[config.mk]
export PLATFORM = sky130hd
export DESIGN_NAME = scan_segment_object_detector
export DESIGN_NICKNAME = d
export VERILOG_FILES = /design/src/sv/ssod_pkg.sv /design/src/sv/scan_segment_object_detector.sv
export SDC_FILE = /design/constraint.sdc
export NUM_CORES = 1
export LEC_CHECK = 0
export ABC_AREA = 1
export BUFFER_PORTS_ARGS = -buffer_cell sky130_fd_sc_hd__buf_2
export CORE_ASPECT_RATIO = 1.4
export CORE_MARGIN = 3
export CORE_UTILIZATION = 50
export CTS_CLUSTER_SIZE = 20
export DETAILED_ROUTE_END_ITERATION = 8
export GPL_TIMING_DRIVEN = 1
export PLACE_DENSITY = 0.68
export SYNTH_ARGS = -nofsm -noshare
export SYNTH_HDL_FRONTEND = slang
export SYNTH_SLANG_ARGS = --single-unit
[constraint.sdc]
create_clock -name clk -period 6.4 [get_ports clk]
set_clock_uncertainty 0.2 [all_clocks]
set_input_delay 0 -clock clk [delete_from_list [all_inputs] [get_ports clk]]
set_output_delay 0 -clock clk [all_outputs]
set_load 0.005 [all_outputs]
[src/sv/ssod_pkg.sv]
// Shared types and constants for the scan segment object detector.
`timescale 1ns / 1ps
`default_nettype none

package ssod_pkg;

	localparam int MAX_SWEEP_SAMPLES = 256;
	localparam int ANG_W             = 8;
	localparam int DIST_W            = 16;
	localparam int SUM_W             = 24;
	localparam int CNT_W             = $clog2(MAX_SWEEP_SAMPLES + 1);
	localparam int NUM_W             = 8;
	localparam int DIV_STEPS         = SUM_W;
	localparam int DIV_CNT_W         = $clog2(DIV_STEPS);

	localparam logic [CNT_W-1:0]     RUN_MAX      = CNT_W'(MAX_SWEEP_SAMPLES);
	localparam logic [DIV_CNT_W-1:0] DIV_LAST     = DIV_CNT_W'(DIV_STEPS - 1);
	localparam logic [NUM_W-1:0]     OBJ_SAT      = '1;
	localparam logic [DIST_W-1:0]    THR_RESET    = 16'd160;
	localparam logic [DIST_W-1:0]    LIMIT_RESET  = 16'd2160;

	// configuration register indexes
	typedef enum logic [0:0] {
		REG_JUMP_THRESHOLD = 1'b0,
		REG_OBJECT_LIMIT   = 1'b1
	} reg_idx_t;

	typedef enum logic [3:0] {
		S_IDLE,
		S_HELD,
		S_CHECK,
		S_UPDATE,
		S_LOAD,
		S_DIV,
		S_MERGE,
		S_FINAL,
		S_EMIT
	} state_t;

	// one section report
	typedef struct packed {
		logic [NUM_W-1:0]  object_number;
		logic              is_object;
		logic              sweep_done;
		logic [DIST_W-1:0] section_distance;
		logic [ANG_W-1:0]  mid_angle;
		logic [ANG_W-1:0]  width;
		logic [ANG_W-1:0]  end_angle;
		logic [ANG_W-1:0]  start_angle;
	} res_t;

endpackage

`default_nettype wire

[src/sv/scan_segment_object_detector.sv]
// Scan segment object detector: run splitting, serial averaging, section reports.
// A sample that closes no run passes the accept, check and update states.
// A run closure adds divider load, 24 one-bit restoring division steps and
// merge; each section report adds an emit state that may wait on an output stall,
// the final section a setup state before it, a held report a release state.
// The worst case is a jump plus a final sample with three reports.
// Throughput is set by the shared one-bit-per-cycle divider; one sample in flight.
// arst_n clears the sequencer, run, pending section and hold, and restores the configuration defaults.
`timescale 1ns / 1ps
`default_nettype none

module scan_segment_object_detector
	import ssod_pkg::*;
(
	input  wire logic        clk,
	input  wire logic        arst_n,
	// sample requests
	input  wire logic        s_tvalid,
	output logic             s_tready,
	input  wire logic [23:0] s_tdata,   // [7:0] angle, [23:8] distance
	input  wire logic        s_tlast,   // last_sample
	// section reports
	output logic             m_tvalid,
	input  wire logic        m_tready,
	// [7:0] start_angle, [15:8] end_angle, [23:16] width, [31:24] mid_angle,
	// [47:32] section_distance, [55:48] object_number
	output logic [55:0]      m_tdata,
	output logic             m_tuser,   // is_object
	output logic             m_tlast,   // sweep_done
	// configuration writes
	input  wire logic        cfg_valid,
	output logic             cfg_ready,
	input  wire logic [0:0]  cfg_index,
	input  wire logic [15:0] cfg_data
);

	state_t state_q, state_d;

	// configuration
	logic [DIST_W-1:0] jump_threshold_q;
	logic [DIST_W-1:0] object_limit_q;

	// captured sample
	logic [ANG_W-1:0]  in_angle_q;
	logic [DIST_W-1:0] in_dist_q;
	logic              in_last_q;

	// run and section state
	logic [DIST_W-1:0] run_first_value_q;
	logic [ANG_W-1:0]  run_first_angle_q;
	logic [SUM_W-1:0]  run_sum_q;
	logic [CNT_W-1:0]  run_count_q;
	logic              pending_valid_q;
	logic [ANG_W-1:0]  pending_start_q;
	logic [DIST_W-1:0] pending_dist_q;
	logic [NUM_W-1:0]  objects_seen_q;

	// close_run caller: 0 = jump during the sample, 1 = end of sweep
	logic              phase_q;
	// reports issued for the current sample, third goes to the hold
	logic [1:0]        res_n_q;

	// section waiting to be reported
	logic [ANG_W-1:0]  em_start_q;
	logic [ANG_W-1:0]  em_end_q;
	logic [DIST_W-1:0] em_dist_q;
	logic              em_done_q;

	// hold for a third report, and the output register
	logic              held_valid_q;
	res_t              held_q;
	logic              out_valid_q;
	res_t              out_q;

	// shared restoring divider
	logic [SUM_W-1:0]     div_num_q;
	logic [CNT_W-1:0]     div_den_q;
	logic [CNT_W-1:0]     div_rem_q;
	logic [DIV_CNT_W-1:0] div_cnt_q;

	// ------------------------------------------------------------------
	// combinational datapath
	// ------------------------------------------------------------------
	logic [DIST_W-1:0] dist_diff;
	logic              close_jump;
	logic [CNT_W:0]    div_trial;
	logic              div_ge;
	logic [CNT_W:0]    div_sub;
	logic [DIST_W-1:0] avg;
	logic              new_section;
	logic [NUM_W-1:0]  seen_next;
	res_t              em_res;
	logic              out_free;
	logic              emit_fire;
	logic              out_load;

	assign dist_diff  = (in_dist_q > run_first_value_q) ? (in_dist_q - run_first_value_q)
	                                                    : (run_first_value_q - in_dist_q);
	assign close_jump = (run_count_q != '0) &&
	                    ((dist_diff > jump_threshold_q) || (run_count_q >= RUN_MAX));

	assign div_trial = {div_rem_q, div_num_q[SUM_W-1]};
	assign div_ge    = (div_trial >= {1'b0, div_den_q});
	assign div_sub   = div_trial - {1'b0, div_den_q};

	// quotient is complete in div_num_q once the last step has run
	assign avg         = div_num_q[DIST_W-1:0];
	assign new_section = !(pending_valid_q && (pending_dist_q == avg));

	assign out_free  = !out_valid_q || m_tready;
	// the third report of a sample never waits: it parks in the hold
	assign emit_fire = (res_n_q == 2'd2) || out_free;
	// output register takes the held report or a fresh one
	assign out_load  = ((state_q == S_HELD) && out_free) ||
	                   ((state_q == S_EMIT) && emit_fire && (res_n_q != 2'd2));

	always_comb begin
		em_res                  = '0;
		em_res.start_angle      = em_start_q;
		em_res.end_angle        = em_end_q;
		em_res.width            = em_end_q - em_start_q;
		em_res.mid_angle        = (em_res.width >> 1) + em_start_q;
		em_res.section_distance = em_dist_q;
		em_res.is_object        = (em_dist_q < object_limit_q);
		em_res.sweep_done       = em_done_q;
		seen_next               = objects_seen_q;
		if (em_res.is_object) begin
			if (objects_seen_q != OBJ_SAT) begin
				seen_next = objects_seen_q + 1'b1;
			end
			em_res.object_number = seen_next;
		end
	end

	// ------------------------------------------------------------------
	// sequencer
	// ------------------------------------------------------------------
	always_comb begin
		state_d = state_q;
		unique case (state_q)
			S_IDLE: begin
				if (s_tvalid) begin
					state_d = held_valid_q ? S_HELD : S_CHECK;
				end
			end
			S_HELD: begin
				if (out_free) begin
					state_d = S_CHECK;
				end
			end
			S_CHECK:  state_d = close_jump ? S_LOAD : S_UPDATE;
			S_UPDATE: state_d = in_last_q ? S_LOAD : S_IDLE;
			S_LOAD:   state_d = S_DIV;
			S_DIV: begin
				if (div_cnt_q == DIV_LAST) begin
					state_d = S_MERGE;
				end
			end
			S_MERGE: begin
				if (new_section && pending_valid_q) begin
					state_d = S_EMIT;
				end else begin
					state_d = phase_q ? S_FINAL : S_UPDATE;
				end
			end
			S_FINAL: state_d = pending_valid_q ? S_EMIT : S_IDLE;
			S_EMIT: begin
				if (emit_fire) begin
					if (em_done_q) begin
						state_d = S_IDLE;
					end else begin
						state_d = phase_q ? S_FINAL : S_UPDATE;
					end
				end
			end
			default: state_d = S_IDLE;
		endcase
	end

	always_comb begin
		s_tready  = (state_q == S_IDLE);
		cfg_ready = 1'b1;
		m_tvalid  = out_valid_q;
		m_tdata   = {out_q.object_number, out_q.section_distance, out_q.mid_angle,
		             out_q.width, out_q.end_angle, out_q.start_angle};
		m_tuser   = out_q.is_object;
		m_tlast   = out_q.sweep_done;
	end

	always_ff @(posedge clk or negedge arst_n) begin
		if (!arst_n) begin
			state_q <= S_IDLE;
		end else begin
			state_q <= state_d;
		end
	end

	// ------------------------------------------------------------------
	// control and model state
	// ------------------------------------------------------------------
	always_ff @(posedge clk or negedge arst_n) begin
		if (!arst_n) begin
			jump_threshold_q  <= THR_RESET;
			object_limit_q    <= LIMIT_RESET;
			run_first_value_q <= '0;
			run_first_angle_q <= '0;
			run_sum_q         <= '0;
			run_count_q       <= '0;
			pending_valid_q   <= 1'b0;
			pending_start_q   <= '0;
			pending_dist_q    <= '0;
			objects_seen_q    <= '0;
			phase_q           <= 1'b0;
			res_n_q           <= '0;
			held_valid_q      <= 1'b0;
			out_valid_q       <= 1'b0;
		end else begin
			if (cfg_valid && cfg_ready) begin
				unique case (reg_idx_t'(cfg_index))
					REG_JUMP_THRESHOLD: jump_threshold_q <= cfg_data;
					REG_OBJECT_LIMIT:   object_limit_q   <= cfg_data;
					default: ;
				endcase
			end

			if (out_load) begin
				out_valid_q <= 1'b1;
			end else if (m_tready) begin
				out_valid_q <= 1'b0;
			end

			case (state_q)
				S_IDLE: begin
					res_n_q <= '0;
				end
				S_HELD: begin
					if (out_free) begin
						held_valid_q <= 1'b0;
						res_n_q      <= 2'd1;
					end
				end
				S_CHECK: begin
					phase_q <= 1'b0;
				end
				S_UPDATE: begin
					if (run_count_q == '0) begin
						run_first_value_q <= in_dist_q;
						run_first_angle_q <= in_angle_q;
						run_sum_q         <= SUM_W'(in_dist_q);
						run_count_q       <= CNT_W'(1);
					end else begin
						run_sum_q   <= run_sum_q + SUM_W'(in_dist_q);
						run_count_q <= run_count_q + 1'b1;
					end
					phase_q <= 1'b1;
				end
				S_MERGE: begin
					if (new_section) begin
						pending_valid_q <= 1'b1;
						pending_start_q <= run_first_angle_q;
						pending_dist_q  <= avg;
					end
					run_count_q <= '0;
					run_sum_q   <= '0;
				end
				S_FINAL: begin
					if (!pending_valid_q) begin
						objects_seen_q <= '0;
					end
				end
				S_EMIT: begin
					if (emit_fire) begin
						if (res_n_q == 2'd2) begin
							held_valid_q <= 1'b1;
						end else begin
							res_n_q <= res_n_q + 1'b1;
						end
						if (em_done_q) begin
							objects_seen_q  <= '0;
							pending_valid_q <= 1'b0;
						end else begin
							objects_seen_q <= seen_next;
						end
					end
				end
				default: ;
			endcase
		end
	end

	// ------------------------------------------------------------------
	// payload registers
	// ------------------------------------------------------------------
	always_ff @(posedge clk) begin
		if (s_tvalid && s_tready) begin
			in_angle_q <= s_tdata[ANG_W-1:0];
			in_dist_q  <= s_tdata[ANG_W+DIST_W-1:ANG_W];
			in_last_q  <= s_tlast;
		end

		case (state_q)
			S_HELD: begin
				if (out_free) begin
					out_q <= held_q;
				end
			end
			S_LOAD: begin
				div_num_q <= run_sum_q;
				div_den_q <= run_count_q;
				div_rem_q <= '0;
				div_cnt_q <= '0;
			end
			S_DIV: begin
				div_rem_q <= div_ge ? div_sub[CNT_W-1:0] : div_trial[CNT_W-1:0];
				div_num_q <= {div_num_q[SUM_W-2:0], div_ge};
				div_cnt_q <= div_cnt_q + 1'b1;
			end
			S_MERGE: begin
				// the report closes at the new run's first angle
				em_start_q <= pending_start_q;
				em_end_q   <= run_first_angle_q;
				em_dist_q  <= pending_dist_q;
				em_done_q  <= 1'b0;
			end
			S_FINAL: begin
				em_start_q <= pending_start_q;
				em_end_q   <= in_angle_q;
				em_dist_q  <= pending_dist_q;
				em_done_q  <= 1'b1;
			end
			S_EMIT: begin
				if (emit_fire) begin
					if (res_n_q == 2'd2) begin
						held_q <= em_res;
					end else begin
						out_q <= em_res;
					end
				end
			end
			default: ;
		endcase
	end

	// ------------------------------------------------------------------
	// assertions
	// ------------------------------------------------------------------
	a_run_bound: assert property (@(posedge clk) disable iff (!arst_n)
		run_count_q <= RUN_MAX)
		else $error("run count beyond sweep limit");

	a_div_rem: assert property (@(posedge clk) disable iff (!arst_n)
		(state_q == S_DIV) |-> (div_rem_q < div_den_q))
		else $error("divider remainder not below divisor");

	a_one_sample: assert property (@(posedge clk) disable iff (!arst_n)
		(s_tvalid && s_tready) |=> !s_tready)
		else $error("second sample taken while busy");

	a_sweep_clear: assert property (@(posedge clk) disable iff (!arst_n)
		(state_q == S_EMIT && emit_fire && em_done_q) |=>
		(!pending_valid_q && objects_seen_q == '0 && run_count_q == '0))
		else $error("sweep state not cleared after final section");

	a_hold_drain: assert property (@(posedge clk) disable iff (!arst_n)
		(state_q == S_EMIT && res_n_q == 2'd2) |-> !held_valid_q)
		else $error("hold overwritten before delivery");

endmodule

`default_nettype wire

======== Word level (Yosys, flattened, before mapping) ========
Cells that the tools add are included.
storage, ports and cells
  flip-flop bits (word level) ............. 352
  output and inout port bits .............. 61
  word-level logic and storage cells ...... 168
  input port bits ......................... 47
operators by class
  add/subtract/negate cells ............... 10
  bitwise logic cells ..................... 2
  muxes and demuxes ....................... 49
  equal/unequal tests ..................... 23
  magnitude comparators ................... 5
  reductions and logical operators ........ 37
operators by type and width
  kind                                           number
  two-way mux 58 bit                             3
  case mux 58 bit (2 select lines)               1
  case mux 24 bit (2 select lines)               2
  two-way mux 8 bit                              6
  case mux 4 bit (9 select lines)                1
  case mux 9 bit (2 select lines)                2
  > comparator 16 bit                            2
  case mux 8 bit (2 select lines)                2
  subtractor 16 bit                              2
  adder 24 x 16 -> 24 bit                        1
  two-way mux 24 bit                             1
  two-way mux 4 bit                              6
  AND reduction 4 bit                            6
  two-way mux 9 bit                              2
  != test 2 bit, second input constant           9
  == test 16 bit                                 1
  == test 4 x 3 -> 1 bit, second input constant  4
  < comparator 16 bit                            1
  two-way mux 16 bit                             1
  nonzero test 2 bit                             8
  two-way mux 3 bit                              4
  >= comparator 10 x 9 -> 1 bit                  1
  case mux 5 bit (2 select lines)                1
  adder 9 x 1 -> 9 bit, second input constant    1
  other kinds (30)                               58

======== Longest topological paths before layout ========
Gate-level depths: netlist of run 1.
  depth in word-level cells ............... 7
  mapped depth ............................ 33
  gate-level depth less buffers ........... 31

======== Worst setup path before layout of run 1 ========
OpenSTA, ideal clock, no wires.
  path kind ............................... reg2reg
  from .................................... register state_q[0]
  to ...................................... register held_q[0] (netlist bit), enable pin
  arrival ................................. 3.550 ns
  cell stages (with the launch flop) ...... 6
  period minus slack after synthesis ...... 4.224 ns
  buffers on the path ..................... 2
  path slack .............................. 2.176 ns
  required time ........................... 5.726 ns
  library setup time ...................... 0.474 ns
  cell sequence ........................... dfrtp_1 nor2_1 nand3_1 clkbuf_1 clkbuf_1 nor2_1
between the ends
  longest elaborated chain between the ends .. 2
RTL lines
  element                        RTL line                             RTL
  start: declaration             scan_segment_object_detector.sv:37   state_t state_q, state_d;
  start signal: assignment       scan_segment_object_detector.sv:194  state_q <= state_d;
  == test 4 bit                  scan_segment_object_detector.sv:301  case (state_q)
  AND reduction 3 bit (no line)  -
  end signal: assignment         scan_segment_object_detector.sv:334  held_q <= em_res;
  end: declaration               scan_segment_object_detector.sv:71   res_t held_q;
No other way between the ends.
A chain may end at the register's enable or synchronous reset.

======== Final worst setup path of run 1 ========
  from .................................... register in_dist_q[2]
  to ...................................... register state_q[0]
between the ends
  longest elaborated chain between the ends .. 7
  elaborated cells on any way between the ends .. 9
  classes of those cells .................. add/sub (2); order compare (2); mux (3); reduce/logical (2)
RTL lines
  element                                    RTL line                             RTL
  start: declaration                         scan_segment_object_detector.sv:45   logic [DIST_W-1:0] in_dist_q;
  start signal: assignment                   scan_segment_object_detector.sv:297  in_dist_q <= s_tdata[ANG_W+DIST_W-1:ANG_W];
  subtractor 16 bit (tied with other cells)  scan_segment_object_detector.sv:98   : (run_first_value_q - in_dist_q);
  two-way mux 16 bit *                       scan_segment_object_detector.sv:97   assign dist_diff = (in_dist_q > run_first_value_q) ? (in_dist_q - run_first_value_q)
  > comparator 16 bit *                      scan_segment_object_detector.sv:100  ((dist_diff > jump_threshold_q) || (run_count_q >= RUN_MAX));
  logical OR 1 bit *                         scan_segment_object_detector.sv:100
  logical AND 1 bit *                        scan_segment_object_detector.sv:99   assign close_jump = (run_count_q != '0) &&
  two-way mux 3 bit *                        scan_segment_object_detector.sv:151  S_CHECK: state_d = close_jump ? S_LOAD : S_UPDATE;
  case mux 4 bit (9 select lines) *          scan_segment_object_detector.sv:140  unique case (state_q)
Every way passes the cells marked *; elsewhere a longest branch is shown, timed or not.

==> results of run 1 <==
[where the power goes]
| part | internal, mW | leakage (nW) | switching (mW) | total, mW |
|---|---|---|---|---|
| logic | 1.27 | 5.42 | 2.39 | 3.66 |
| clock network | 1.16 | 0.556 | 0.873 | 2.03 |
| registers | 3.05 | 3.71 | 0.301 | 3.35 |
[per-layer routing]
metal / up-vias / GRT usage
met3: 91 / 0.0273
li1: 6919 / -
met4: 0 / 0.0854
met1: 6654 / 0.252
met2: 323 / 0.415
met5: - / 0
[synth_stat cells (all sizes together), types with 2 or more instances]
cell type  count  share of area
a211oi         5         0.0020
a21oi         99          0.027
buf           25         0.0086
xnor2         13         0.0062
a21o           7         0.0029
a21boi         7         0.0031
o22ai          7         0.0024
o21bai        11         0.0045
a31oi          2        0.00068
o221ai         8         0.0038
nand2        574           0.12
nor2         128          0.028
inv          291          0.059
nor3          25         0.0071
xor2          45          0.021
o311ai         3         0.0014
nor4           2        0.00068
nand4          5         0.0017
o21ai        187          0.052
o211ai        10         0.0043
clkbuf        23         0.0048
o21a           3         0.0012
nand3b         2        0.00081
clkinv         3        0.00061
nand3         58          0.016
ha           106          0.072
fa             6         0.0065
edfxtp       221           0.36
dfstp          6         0.0086
dfrtp        125           0.17
mux2i          2         0.0011
[stage by stage]
stage	cell area, um^2	setup slack [ns]	util	hold slack [ns]	cells
detailed placement	19400	2.48	0.537	-0.0864	2543
global placement	19400	2.48	0.537	-0.0925	2543
CTS	21100	2.48	0.586	0.000839	2668
global route	21100	2.16	0.586	0.0126	2668
finish	21100	2.49	0.586	0.0174	2668
floorplan	18400	2.18	-	-0.496	2015
[registers in the layout, summed over array words and instances, names as in the netlist, 5 cells and up]
signal,count
object_limit_q,16
in_dist_q,16
objects_seen_q,8
div_num_q,24
m_tdata,56
run_first_angle_q,8
held_q,58
pending_dist_q,16
pending_start_q,8
run_sum_q,24
jump_threshold_q,16
div_rem_q,9
div_cnt_q,5
run_first_value_q,16
div_den_q,9
em_dist_q,16
in_angle_q,8
em_end_q,8
run_count_q,9
em_start_q,8
[worst max path at each step]
stage | from | to | slack [ns] | cells past startpoint
floorplan | state_q[0] | held_q[0] | 2.18 | 5
global placement | in_dist_q[2] | state_q[0] | 2.48 | 26
detailed placement | in_dist_q[2] | state_q[0] | 2.48 | 26
CTS | in_dist_q[2] | state_q[0] | 2.48 | 26
global route | in_dist_q[2] | state_q[0] | 2.16 | 26
finish | in_dist_q[2] | state_q[0] | 2.49 | 26
[logic make-up after synthesis]
logic type               after synthesis  synth area share
AO/OA/AOI/OAI                        351             0.106
XOR/XNOR                              58            0.0276
adder cells (fa/ha/maj)              112            0.0785
buffers and inverters                342            0.0734
flip-flops                           352             0.539
multiplexers                           3           0.00190
other                                  1          0.000204
AND/OR/NAND/NOR                      796             0.173
[worst max-delay path: stages, from the launching register on]
cell and delay (ns):
sky130_fd_sc_hd__edfxtp_1 0.42, sky130_fd_sc_hd__inv_1 0.07, sky130_fd_sc_hd__ha_1 0.43, sky130_fd_sc_hd__nand2_2 0.13, sky130_fd_sc_hd__inv_1 0.09, sky130_fd_sc_hd__nand2_1 0.05
sky130_fd_sc_hd__nand2_1 0.12, sky130_fd_sc_hd__inv_1 0.08, sky130_fd_sc_hd__o21ai_0 0.32, sky130_fd_sc_hd__nand2_1 0.09, sky130_fd_sc_hd__o211ai_1 0.13, sky130_fd_sc_hd__xor2_1 0.25
sky130_fd_sc_hd__nand2_1 0.07, sky130_fd_sc_hd__nand2_1 0.08, sky130_fd_sc_hd__inv_1 0.04, sky130_fd_sc_hd__ha_1 0.28, sky130_fd_sc_hd__nand4_1 0.10, sky130_fd_sc_hd__nor2_1 0.20
sky130_fd_sc_hd__nand2_1 0.08, sky130_fd_sc_hd__nand2_1 0.06, sky130_fd_sc_hd__nand2_1 0.09, sky130_fd_sc_hd__nand2_1 0.09, sky130_fd_sc_hd__nand2_1 0.05, sky130_fd_sc_hd__nand2_1 0.08
sky130_fd_sc_hd__nand3_1 0.07, sky130_fd_sc_hd__nand2_1 0.06, sky130_fd_sc_hd__nand2_1 0.05
[area by class of cell]
| type | count | area (um^2) |
|---|---|---|
| multi-input combinational | 1321 | 7180 |
| inverter | 294 | 1110 |
| clock inverter | 15 | 128 |
| sequential | 352 | 9920 |
| tap | 462 | 578 |
| fill | 3135 | 15000 |
| timing repair buffer | 174 | 1210 |
| clock buffer | 50 | 1010 |
[repair_timing]
action | CTS | global route
hold buffers | 60 | 0
setup endpoints to repair | 0 | 0
resized for setup | 0 | 0
endpoints found under the hold margin | 169 | 0
==> impl_metrics.csv, run 1 <==
group,metric,value,unit
timing,final_worst_path_period_need,3.91,ns
finish,diodes,0,
clock_tree,clk_lat_worst_skew,0.53,ns
finish,layout.cells.most_common_list,"566 x sky130_fd_sc_hd__nand2_1, 288 x sky130_fd_sc_hd__inv_1, 221 x sky130_fd_sc_hd__edfxtp_1, 162 x sky130_fd_sc_hd__o21ai_0, 125 x sky130_fd_sc_hd__dfrtp_1",
synthesis,syn_avg_cell_area,9.14,um^2
clock_tree,clock_tree.root_cell,"sky130_fd_sc_hd__clkbuf_16",
timing,tightestPinTransition,1.09,ns
synthesis,post_synth_instance_area,0.0184,mm^2
critical_path,worstPathMaxFanout,7,
critical_path,critPathCaptureType,"register",
synthesis,ys_seq_elements,352,
timing,tns,0,ns
outcome,outcome,"finished, final reports clean",
synthesis,synthArstFlopShare,0.372,
critical_path,timing.rr.end,"state_q[0]",
timing,timing.final.hold_violations,0,
grt,grt_pass1_wl,69.7,mm
worst_hold_path,hold_path_class,"input port to register",
route,route.detailed.vias_per_inst,5.24,
timing,maxSlewHeadroom,0.271,
critical_path,worst-endpoint-required,6.61,ns
synthesis,synth.distinct_cells,54,
route,routed_wirelength,43.3,mm
route,final_antenna_net_count,0,
floorplan,die_area,0.0392,mm^2
floorplan,fp.dieH,233,um
timing,final_max_slew_viol_count,0,
floorplan,core_box_area,0.0361,mm^2
route,detail_route.wirelength.met1,17.4,mm
floorplan,die_width,168,um
route,total_via_count_after_detailed_routing,13987,
place,place.detailed.hpwl,31.3,mm
power,p_per_area,428,mW/mm^2
floorplan,core.rowCount,82,
timing,max_freq,256,MHz
clock_tree,worst_setup_hold_path_clk_slew,0.07,ns
grt,largest_net_degree_at_the_start_of_global_routing,79,
worst_hold_path,worstHoldStart,"s_tdata[1]",
worst_hold_path,hold_path_depth,2,
place,numPortBuffers,106,
grt,grt.total_usage,0.220,
finish,layout.cells.most_common,"sky130_fd_sc_hd__nand2_1",
clock_tree,ctsLongestPathBuffers,3,
finish,flow.area_growth_from_synthesis,14.8,%
route,drt_first_pass_iters,5,
power,leakage,9.68,nW
grt,global_route.overflow_total,0,
floorplan,effective_utilization_at_floorplan,0.510,
clock_tree,cts_tree,"done",
clock_tree,ctsHtreeMaxLevel,2,
job,max-cap-violations,0,
timing,finalSetupViolCount,0,
synthesis,synth_edf_count,221,
clock_tree,cts_inserted_buffers,36,
critical_path,worstSetupPathType,"register to register",
grt,grt_antenna_before_repair,0,
finish,design.final.nets,2338,
route,detailed_route_iter0_violations,978,
clock_tree,post-cts-setup-buffers,0,
power,power,9.04,mW
timing,rsz_0062_raised_after_global_routing,"false",
floorplan,ioPinCount,108,
clock_tree,cts_sinks,352,
critical_path,startpoint_type,"register",
route,highest_layer,"met4",
critical_path,number_of_cells_traversed_by_the_worst_register_to_register_path,26,
finish,drive_gt1_frac,0.0947,
grt,number_of_global_route_vias_before_repair,13923,
timing,final.period_utilization,0.611,
route,wl_met3,1.59,mm
route,detailroute.wirelength.met2,22.7,mm
place,globalplace.congestion,0.926,
synthesis,synthesis.instances,2015,
critical_path,arrival,4.12,ns
route,detail_route.drc_violations,0,
worst_hold_path,min_delay_worst_endpoint,"in_angle_q[1]",
route,drt-wirelength-per-cell,16.2,um
synthesis,syn_nets,2174,
critical_path,r2r_setup_slack,2.49,ns
critical_path,worst_r2r_startpoint,"in_dist_q[2]",
power,worst_ir_drop_vdd,0.332,mV
synthesis,synthFlopType,"sky130_fd_sc_hd__edfxtp_1",
synthesis,yosysWarnings,0,
synthesis,synth.yosys.seq_area_share,0.539,
Note: power is estimated with default switching activity, not from simulation.
==> run 2: changes to the inputs <==
Clock period 6.4 ns to 3.63 ns, I/O delays scaled along.
==> run 2 against run 1 <==
  * Worst hold slack worse by 0.0035 ns
  * Routed wire length is 3.0% higher
  * Cell area is 4.6% higher
  * Sequential cell count stayed put
  * Combinational power is 110% higher
  * Via count is 2.3% higher
  * Count of clock-buffer cells in the layout is 1 lower
  * Die area stayed put
  * Highest routed layer unchanged
  * Register-to-register slack worse by 2.4 ns
==> impl_metrics.csv, run 2 (synthesized netlist as in run 1, its figures left out) <==
group,metric,value,unit
timing,finalSetupViolCount,0,
grt,number_of_global_route_vias_before_repair,14184,
clock_tree,cts_tree,"done",
power,power.net_switching,6.67,mW
finish,max_reg_flops,58,
clock_tree,worst_setup_hold_path_clk_slew,0.06,ns
critical_path,worstSetupPathType,"register to register",
critical_path,worst-endpoint-required,3.71,ns
clock_tree,cts_inserted_buffers,36,
finish,diodes,0,
grt,largest_net_degree_at_the_start_of_global_routing,80,
timing,tightestPinTransition,0.836,ns
clock_tree,clk_lat_worst_skew,0.53,ns
timing,timing.final.hold_violations,0,
timing,rsz_0062_raised_after_global_routing,"true",
place,numPortBuffers,106,
power,combPwrFrac,0.441,
critical_path,critical-path-slowest-cell,"sky130_fd_sc_hd__fa_1",
critical_path,critPathCaptureType,"register",
timing,maxSlewHeadroom,0.442,
timing,final_max_slew_viol_count,0,
critical_path,path_cells,"inv_1 > ha_1 > inv_1 > fa_1 > a21oi_1 > o21ai_0 > xor2_1 > inv_1 > ha_2 > a21oi_1 > nand2_1 > a21oi_2 > nor2_1 > nor2_1 > xnor2_2 > nand2_1 > nand2_1",
grt,grt.total_usage,0.222,
timing,max_freq,279,MHz
clock_tree,ctsHtreeMaxLevel,2,
floorplan,die_width,168,um
route,detail_route.drc_violations,0,
critical_path,startpoint_type,"register",
finish,final_core_utilization,0.612,
timing,final.period_utilization,0.988,
critical_path,worstPathMaxFanout,5,
clock_tree,ctsLongestPathBuffers,3,
place,placed_cells_incl_taps,2607,
worst_hold_path,hold_path_class,"input port to register",
floorplan,core.rowCount,82,
power,share_seq_of_total_power,0.343,
floorplan,die_area,0.0392,mm^2
grt,grt_antenna_before_repair,0,
finish,layout.cells.most_common_list,"556 x sky130_fd_sc_hd__nand2_1, 283 x sky130_fd_sc_hd__inv_1, 221 x sky130_fd_sc_hd__edfxtp_1, 157 x sky130_fd_sc_hd__o21ai_0, 125 x sky130_fd_sc_hd__dfrtp_1",
power,sw_frac_of_total,0.390,
clock_tree,cts_sinks,352,
place,globalplace.congestion,0.919,
power,worst_ir_drop_vdd,0.473,mV
place,placement.cell_area,0.0199,mm^2
route,total_via_count_after_detailed_routing,14314,
power,power,17.1,mW
floorplan,core_box_area,0.0361,mm^2
grt,grt_pass1_wl,70.5,mm
power,p_per_area,774,mW/mm^2
finish,final-instance-count-excl-fill,2746,
outcome,outcome,"finished, final reports clean",
finish,drive_gt1_frac,0.148,
finish,layout.cells.most_common,"sky130_fd_sc_hd__nand2_1",
clock_tree,clock_tree.root_cell,"sky130_fd_sc_hd__clkbuf_16",
timing,final_worst_path_period_need,3.59,ns
grt,global_route.overflow_total,0,
power,clkPwrFrac,0.216,
finish,top_register,"held_q",
critical_path,arrival,3.67,ns
route,route.detailed.vias_per_inst,5.21,
power,intPower,10.4,mW
floorplan,effective_utilization_at_floorplan,0.510,
route,detailed_route_iter0_violations,948,
timing,whs,0.0139,ns
route,final_antenna_net_count,0,
finish,stdcell_area,0.0221,mm^2
route,drt-wirelength-per-cell,16.2,um
power,leakage,10.1,nW
finish,flow.area_growth_from_synthesis,20.1,%
critical_path,critical_path.max_stage_delay,0.40,ns
job,max-cap-violations,0,
route,drt_first_pass_iters,5,
finish,design.final.nets,2416,
place,place.detailed.hpwl,31.9,mm
floorplan,ioPinCount,108,
route,routed_wirelength,44.6,mm
floorplan,fp.dieH,233,um
[run 2: cell types whose count changed in the layout (fill, tap and decap cells not counted), sizes merged, moves of 2 or more]
cell / before / now
bufinv: 1 / 3
clkinv: 10 / 14
dlygate4sd3: 59 / 61
buf: 115 / 188
clkinvlp: 3 / 0
nand2: 574 / 576
[run 2: path summary, 6_finish.rpt]
kind,endpoint,slack (ns),from,cells past startpoint
max,m_tdata[30],0.04,em_end_q[0],17
min,in_dist_q[11],0.01,s_tdata[19],2
max reg2reg,m_tdata[30],0.04,em_end_q[0],17
min reg2reg,em_start_q[6],0.25,pending_start_q[6],0
max in group asynchronous,pending_start_q[6],2.34,arst_n,4
min in group asynchronous,pending_dist_q[11],0.23,arst_n,3
[run 2: power by group through the flow]
stage	Clock [mW]	Combinational [mW]	Sequential, mW
6_report	3.69	7.54	5.88
5_1_grt	3.95	8.45	5.97
4_1_cts	3.78	6.93	5.86
3_5_place_dp	0	6.80	5.94
3_3_place_gp	0	6.64	5.90
2_1_floorplan	0	4.68	5.82
[run 2: repair_timing]
action	in CTS	in global routing
endpoints found under the hold margin	178	0
gates resized for setup	7	67
hold buffers	62	0
setup buffers	0	9
endpoints found under the setup margin	3	5
cloned	1	2
pin swaps	1	16
[run 2: layer usage]
layer  share of wire  vias up  track usage
met5               0        -            0
met4           0.058        0        0.118
met3           0.036      138       0.0278
met2            0.51      333        0.404
met1            0.40     6747        0.255
li1                -     7096            -
[run 2: final cells by class]
type / instances / area [um^2]
repair buffers: 249 / 1800
fillers: 2988 / 14000
flip-flops and latches: 352 / 9920
multi-input cells: 1323 / 7540
well taps: 462 / 578
clock buffers: 49 / 991
clock inverters: 16 / 174
repair inverters: 1 / 6.26
inverters: 294 / 1110
[run 2: critical path: cells and delay by family (launching register included)]
kind | cells | cell delay [ns]
xor+xnor | 2 | 0.31
flops | 1 | 0.38
fa+ha+maj | 3 | 0.88
compound gates | 4 | 0.74
buf+inv | 3 | 0.24
simple gates | 5 | 0.57
[run 2: stage by stage]
step                setup slack [ns]  TNS [ns]
floorplan                      0.377         0
CTS                           0.0154         0
detailed placement           -0.0185   -0.0209
global placement              0.0457         0
finish                        0.0436         0
global route                  -0.112    -0.272
